--- config.mk ---
export PLATFORM = sky130hd
export DESIGN_NAME = priority_ready_queue
export DESIGN_NICKNAME = d
export VERILOG_FILES = /design/src/rtl/core/prq_pkg.sv /design/src/rtl/core/prq_cell.sv /design/src/rtl/core/priority_ready_queue.sv
export SDC_FILE = /design/constraint.sdc
export NUM_CORES = 1
export LEC_CHECK = 0
export ABC_AREA = 1
export BUFFER_PORTS_ARGS = -buffer_cell sky130_fd_sc_hd__buf_2
export CAP_MARGIN = 15
export CORE_MARGIN = 3
export CORE_UTILIZATION = 60
export CTS_CLUSTER_DIAMETER = 50
export DETAILED_ROUTE_END_ITERATION = 7
export GPL_ROUTABILITY_DRIVEN = 0
export PLACE_DENSITY = 0.88
export SLEW_MARGIN = 20
export SYNTH_ARGS = -nofsm -noshare
export SYNTH_HDL_FRONTEND = slang
export SYNTH_SLANG_ARGS = --single-unit
--- constraint.sdc ---
create_clock -name aclk -period 3.4 [get_ports aclk]
set_input_delay 0.34 -clock aclk [delete_from_list [all_inputs] [get_ports aclk]]
set_output_delay 0.34 -clock aclk [all_outputs]
set_load 0.05 [all_outputs]
--- src/rtl/core/prq_pkg.sv ---
// ----------------------------------------------------------------------------
// prq_pkg
// Types and constants shared by the sorted ready queue and its cells.
// ----------------------------------------------------------------------------
package prq_pkg;

    localparam int DEPTH     = 16;
    localparam int PRIO_BITS = 8;
    localparam int TASK_BITS = 8;
    localparam int CNT_W     = $clog2(DEPTH + 1);

    // request operation codes
    typedef enum logic [1:0] {
        OP_INSERT = 2'd0,
        OP_REMOVE = 2'd1,
        OP_CLEAR  = 2'd2
    } op_t;

    // what every cell does in a cycle
    typedef enum logic [1:0] {
        CELL_HOLD   = 2'd0,
        CELL_INSERT = 2'd1,
        CELL_REMOVE = 2'd2,
        CELL_CLEAR  = 2'd3
    } cell_op_t;

    typedef struct packed {
        logic [1:0] operation;
        logic [7:0] task_id;
        logic [7:0] task_priority;
    } in_t;

    typedef struct packed {
        logic       removed_valid;
        logic [7:0] removed_task;
        logic [7:0] removed_priority;
        logic       head_valid;
        logic [7:0] head_task;
        logic [7:0] head_priority;
        logic [4:0] entry_count;
        logic       insert_dropped;
    } out_t;

    typedef struct packed {
        logic                 valid;
        logic [PRIO_BITS-1:0] prio;
        logic [TASK_BITS-1:0] task_id;
    } slot_t;

    // what a cell shows its neighbours
    typedef struct packed {
        slot_t slot;
        logic  gt;   // holds an entry less urgent than the one being inserted
    } link_t;

    // broadcast to the whole row
    typedef struct packed {
        cell_op_t             op;
        logic [PRIO_BITS-1:0] prio;
        logic [TASK_BITS-1:0] task_id;
    } cell_ctrl_t;

endpackage

--- src/rtl/core/prq_cell.sv ---
// ----------------------------------------------------------------------------
// prq_cell
// One slot of the sorted queue: keeps its entry, shifts towards the tail on
// an insert ahead of it and towards the head on a remove.
// ----------------------------------------------------------------------------
module prq_cell
    import prq_pkg::*;
(
    input  logic       aclk,
    input  logic       aresetn,
    input  cell_ctrl_t ctrl_i,
    input  link_t      left_i,
    input  link_t      right_i,
    output link_t      link_o
);

    logic                 valid_reg, valid_next;
    logic [PRIO_BITS-1:0] prio_reg, prio_next;
    logic [TASK_BITS-1:0] task_reg, task_next;
    logic                 gt;
    logic                 stays;

    assign gt    = valid_reg && (prio_reg > ctrl_i.prio);
    assign stays = valid_reg && !gt;

    always_comb begin
        valid_next = valid_reg;
        prio_next  = prio_reg;
        task_next  = task_reg;
        case (ctrl_i.op)
            CELL_INSERT: begin
                if (!stays) begin
                    if (left_i.gt) begin
                        valid_next = 1'b1;
                        prio_next  = left_i.slot.prio;
                        task_next  = left_i.slot.task_id;
                    end else if (left_i.slot.valid) begin
                        // insertion point sits here
                        valid_next = 1'b1;
                        prio_next  = ctrl_i.prio;
                        task_next  = ctrl_i.task_id;
                    end
                end
            end
            CELL_REMOVE: begin
                valid_next = right_i.slot.valid;
                prio_next  = right_i.slot.prio;
                task_next  = right_i.slot.task_id;
            end
            CELL_CLEAR: begin
                valid_next = 1'b0;
            end
            default: begin
            end
        endcase
    end

    always_ff @(posedge aclk) begin
        if (!aresetn) begin
            valid_reg <= 1'b0;
        end else begin
            valid_reg <= valid_next;
        end
    end

    always_ff @(posedge aclk) begin
        prio_reg <= prio_next;
        task_reg <= task_next;
    end

    assign link_o.slot.valid   = valid_reg;
    assign link_o.slot.prio    = prio_reg;
    assign link_o.slot.task_id = task_reg;
    assign link_o.gt           = gt;

endmodule

--- src/rtl/core/priority_ready_queue.sv ---
// ----------------------------------------------------------------------------
// priority_ready_queue
// Sorted ready queue: a row of cells, head in cell 0, equal priorities FIFO.
//
//   channel | dir | payload | handshake
//   s_      | in  | in_t    | s_valid / s_ready
//   m_      | out | out_t   | m_valid / m_ready
//
// One request per cycle while s_ready is high: every cell compares its priority
// with the broadcast one in parallel and picks its next entry from itself, a
// neighbour or the request, so insert, remove and clear each update the row at once.
// Reset clears the valid bits and the count directly; no clearing pass.
// s_ready drops only while a result is held and m_ready is low.
// ----------------------------------------------------------------------------
module priority_ready_queue
    import prq_pkg::*;
(
    input  logic aclk,
    input  logic aresetn,
    input  logic s_valid,
    output logic s_ready,
    input  in_t  s_payload,
    output logic m_valid,
    input  logic m_ready,
    output out_t m_payload
);

    localparam link_t HEAD_LINK = '{slot: '{valid: 1'b1, prio: '0, task_id: '0}, gt: 1'b0};
    localparam link_t TAIL_LINK = '0;

    link_t            links [DEPTH];
    cell_ctrl_t       ctrl;
    logic [CNT_W-1:0] count_reg, count_next;
    logic             m_valid_reg;
    logic             removed_valid_reg, removed_valid_next;
    logic [7:0]       removed_task_reg, removed_task_next;
    logic [7:0]       removed_prio_reg, removed_prio_next;
    logic             dropped_reg, dropped_next;
    logic             accept;
    logic             full;
    logic             empty;

    assign s_ready = !m_valid_reg || m_ready;
    assign accept  = s_valid && s_ready;
    assign full    = (count_reg == CNT_W'(DEPTH));
    assign empty   = (count_reg == '0);

    always_comb begin
        ctrl.op            = CELL_HOLD;
        ctrl.prio          = s_payload.task_priority[PRIO_BITS-1:0];
        ctrl.task_id       = s_payload.task_id[TASK_BITS-1:0];
        count_next         = count_reg;
        removed_valid_next = 1'b0;
        removed_task_next  = '0;
        removed_prio_next  = '0;
        dropped_next       = 1'b0;
        if (accept) begin
            case (op_t'(s_payload.operation))
                OP_INSERT: begin
                    if (full) begin
                        dropped_next = 1'b1;
                    end else begin
                        ctrl.op    = CELL_INSERT;
                        count_next = count_reg + 1'b1;
                    end
                end
                OP_REMOVE: begin
                    if (!empty) begin
                        ctrl.op            = CELL_REMOVE;
                        count_next         = count_reg - 1'b1;
                        removed_valid_next = 1'b1;
                        removed_task_next  = 8'(links[0].slot.task_id);
                        removed_prio_next  = 8'(links[0].slot.prio);
                    end
                end
                OP_CLEAR: begin
                    ctrl.op    = CELL_CLEAR;
                    count_next = '0;
                end
                default: begin
                end
            endcase
        end
    end

    for (genvar i = 0; i < DEPTH; i++) begin : g_cell
        link_t left_link;
        link_t right_link;
        if (i == 0) begin : g_head
            assign left_link = HEAD_LINK;
        end else begin : g_mid
            assign left_link = links[i-1];
        end
        if (i == DEPTH - 1) begin : g_tail
            assign right_link = TAIL_LINK;
        end else begin : g_body
            assign right_link = links[i+1];
        end
        prq_cell u_cell (
            .aclk    (aclk),
            .aresetn (aresetn),
            .ctrl_i  (ctrl),
            .left_i  (left_link),
            .right_i (right_link),
            .link_o  (links[i])
        );
    end

    always_ff @(posedge aclk) begin
        if (!aresetn) begin
            count_reg   <= '0;
            m_valid_reg <= 1'b0;
        end else begin
            count_reg <= count_next;
            if (accept) begin
                m_valid_reg <= 1'b1;
            end else if (m_ready) begin
                m_valid_reg <= 1'b0;
            end
        end
    end

    always_ff @(posedge aclk) begin
        if (accept) begin
            removed_valid_reg <= removed_valid_next;
            removed_task_reg  <= removed_task_next;
            removed_prio_reg  <= removed_prio_next;
            dropped_reg       <= dropped_next;
        end
    end

    // queue state only moves on an accept, which waits until any held result is taken,
    // so head comes straight from the cells and count from the count register
    assign m_valid                    = m_valid_reg;
    assign m_payload.removed_valid    = removed_valid_reg;
    assign m_payload.removed_task     = removed_task_reg;
    assign m_payload.removed_priority = removed_prio_reg;
    assign m_payload.head_valid       = !empty;
    assign m_payload.head_task        = empty ? 8'd0 : 8'(links[0].slot.task_id);
    assign m_payload.head_priority    = empty ? 8'd0 : 8'(links[0].slot.prio);
    assign m_payload.entry_count      = 5'(count_reg);
    assign m_payload.insert_dropped   = dropped_reg;

`ifndef SYNTH
    logic [DEPTH-1:0] valid_vec;

    for (genvar j = 0; j < DEPTH; j++) begin : g_vvec
        assign valid_vec[j] = links[j].slot.valid;
    end

    a_count_range: assert property (@(posedge aclk) disable iff (!aresetn)
        count_reg <= CNT_W'(DEPTH))
        else $error("entry count beyond depth");

    a_count_matches_cells: assert property (@(posedge aclk) disable iff (!aresetn)
        $countones(valid_vec) == int'(count_reg))
        else $error("valid cells disagree with count");

    a_head_valid: assert property (@(posedge aclk) disable iff (!aresetn)
        links[0].slot.valid == !empty)
        else $error("head cell valid disagrees with count");

    a_insert_grows: assert property (@(posedge aclk) disable iff (!aresetn)
        accept && (s_payload.operation == OP_INSERT) && !full
        |=> count_reg == $past(count_reg) + 1'b1)
        else $error("accepted insert did not grow the queue");
`endif

endmodule

==> flow_summary.json <==
{
  "hold_buffers": 0,
  "ys.flop_type": "edfxtp_1",
  "worstSetupPathType": "register to register",
  "cp-endpoint": "g_cell[15].u_cell.task_reg[7]",
  "clk_root_buffer_cell": "clkbuf_16",
  "critPathArrivalTime_ns": 3.36,
  "grtUsageTotal": 0.3282,
  "fin_crit_ns": 3.156,
  "cts.path.max_buffers": 3,
  "rows": 64,
  "area_growth_pct": 9.319,
  "clk_pin_slew_ns": 0.05,
  "ir_drop_v": 0.0004136,
  "cp-startpoint": "count_reg[0]",
  "via_per_inst": 6.183,
  "worstPathMaxFanout": 18,
  "synth_edf_count": 274,
  "grt_max_degree": 85,
  "antenna_found_initial": 1,
  "synth_area_per_cell_um2": 8.015,
  "vias": 17435,
  "diodes": 0,
  "drc": 0,
  "final_common_cell": "nand2_1",
  "status": "finished clean",
  "drv_cap": 0,
  "drv_slew": 0,
  "layout.cells.non_filler": 2820,
  "die_w_um": 184.2,
  "dp.cells": 2758,
  "numCtsBuffers": 36,
  "ys_seq_elements": 296,
  "slowest_stage": "dfxtp_1",
  "r2r-end": "g_cell[15].u_cell.task_reg[7]",
  "syn_inst": 2377,
  "yosys_warnings": 0,
  "fin_nets": 2558,
  "max_freq_mhz": 316.8,
  "r2r_cells": 11,
  "crit_path_max_incr_delay_ns": 0.43,
  "netlist-cell-type-count": 38,
  "clk-insertion-delay-late_ns": 0.52,
  "die_area_mm2": 0.03393,
  "drive_gt1_frac": 0.08828,
  "start_util": 0.6163,
  "finish.utilization": 0.6738,
  "p_per_area_mw_per_mm2": 555.1,
  "worst_pin_slew_ns": 0.8871,
  "hp-class": "primary input to register",
  "portBuffers": 63,
  "ios": 64,
  "period_share": 0.9283,
  "layout_common_cells": "nand2_1 (758), edfxtp_1 (274), inv_1 (268)",
  "cts_setup_buffers": 0,
  "slew_headroom": 0.4078,
  "worst_setup_path_end_kind": "register",
  "seq_area_frac_synth": 0.4550,
  "drtIter0Drc": 2502,
  "overflow": 0,
  "coreArea_mm2": 0.03091,
  "ff2ff_setup_slack_ns": 0.24,
  "final-hold-violation-count": 0,
  "netlist_area_mm2": 0.01905,
  "grt_pass1_vias": 17085,
  "leakage_nw": 9.772,
  "postRouteAntennaNets": 0,
  "hpwl_um": 37840,
  "rsz0062_at_grt": "false",
  "grt_first_pass_wirelength_um": 88360,
  "critical_path_required_ns": 3.61,
  "firstDrtPassIters": 7,
  "final-setup-viol-count": 0,
  "synth_nets": 2535,
  "async_reset_ff_frac": 0,
  "fin_skew_ns": 0.02410,
  "routedWlPerCell_um": 19.92,
  "clock_sinks": 296,
  "die-height_um": 184.2,
  "wirelength_um": 56180,
  "start_kind": "register",
  "cp_cell_sequence": "inv_1 > nand4_4 > nand2_4 > a21oi_1 > inv_1 > ha_1 > buf_4 > nand3_1 > nand2_1 > nor2_1 > buf_4",
  "timing.rr.start": "count_reg[0]",
  "htreeDepth": 2,
  "cts.repair.resized": 0,
  "cts_tree": "built"
}
Yosys cell counts (3+ instances only):
library cell | n | share of area
nand2_1 | 758 | 0.15
a21oi_1 | 76 | 0.020
nor2_4 | 8 | 0.0047
inv_4 | 3 | 0.00099
nand2_2 | 11 | 0.0036
o211ai_1 | 15 | 0.0059
a21o_1 | 14 | 0.0055
o21ai_0 | 183 | 0.048
buf_2 | 32 | 0.0084
nor3_1 | 16 | 0.0042
dfxtp_1 | 22 | 0.023
nand4_1 | 17 | 0.0056
buf_4 | 19 | 0.0075
nand3_1 | 173 | 0.045
o21ai_1 | 89 | 0.023
clkbuf_1 | 47 | 0.0093
nor2_8 | 3 | 0.0032
buf_6 | 17 | 0.010
o21a_1 | 4 | 0.0016
nor2_1 | 155 | 0.031
inv_2 | 5 | 0.00099
xor2_1 | 3 | 0.0014
inv_1 | 268 | 0.053
nand2_4 | 10 | 0.0059
edfxtp_1 | 274 | 0.43
ha_1 | 135 | 0.089
buf_1 | 5 | 0.00099
worst min path at each step:
stage | startpoint | end | depth (start not counted) | slack [ns]
final | m_ready | m_valid | 4 | 0.12
after global placement | g_cell[15].u_cell.task_reg[6] | g_cell[14].u_cell.task_reg[6] | 2 | 0.50
after CTS | m_ready | m_valid | 4 | 0.12
after detailed placement | m_valid | m_valid | 2 | 0.51
after global routing | s_payload[16] | dropped_reg | 2 | 0.13
after floorplan | g_cell[15].u_cell.task_reg[6] | g_cell[14].u_cell.task_reg[6] | 2 | 0.50
through the flow:
stage / setup TNS, ns / cell area, um2 / total power [W] / worst slack [ns] / hold slack (ns)
finish: 0 / 20830 / 0.01156 / 0.2439 / 0.1194
global route: 0 / 20830 / 0.01202 / 0.005158 / 0.1341
CTS: 0 / 20830 / 0.01148 / 0.2890 / 0.1192
detailed placement: 0 / 19600 / 0.007454 / 0.3376 / 0.5084
global placement: 0 / 19600 / 0.007313 / 0.5161 / 0.5003
floorplan: -35.16 / 19070 / 0.006706 / -0.2485 / 0.4963
worst max-delay path: cells and delay by family, from the launching register on:
kind	cells	cell delay, ns
buf+inv	4	0.85
simple gates	5	0.78
flops	1	0.43
fa+ha+maj	1	0.39
compound gates	1	0.37
per-layer routing:
metal  vias up  GRT usage  routed length (um)
met2      1292     0.5414               26000
met1      7935     0.4121               19750
met5         -          0                  30
met4         4     0.1621                3339
li1       7906          -                   -
met3       298    0.07026                7056
kinds of logic (layout without fill, tap and decap cells):
group / count (synthesis) / in the layout / synth area share
xor+xnor: 3 / 3 / 0.001379
flops: 296 / 296 / 0.4550
compound gates: 386 / 386 / 0.1065
buf+inv: 399 / 446 / 0.09162
fa+ha+maj: 136 / 136 / 0.08972
simple gates: 1157 / 1157 / 0.2557
power breakdown:
group / total (W) / switching (W) / internal (W)
combinational: 0.00262 / 0.00187 / 0.000752
clock: 0.00405 / 0.00155 / 0.00250
sequential: 0.00488 / 0.000302 / 0.00458
layout make-up:
type	instances	area, um2
repair buffers	106	713.2
clock inverters	17	255.2
well taps	396	495.5
clock buffers	45	975.9
inverters	278	1054
flip-flops and latches	296	8668
fillers	2300	10080
multi-input cells	1682	8665
Power figures use the tool's default switching activity.
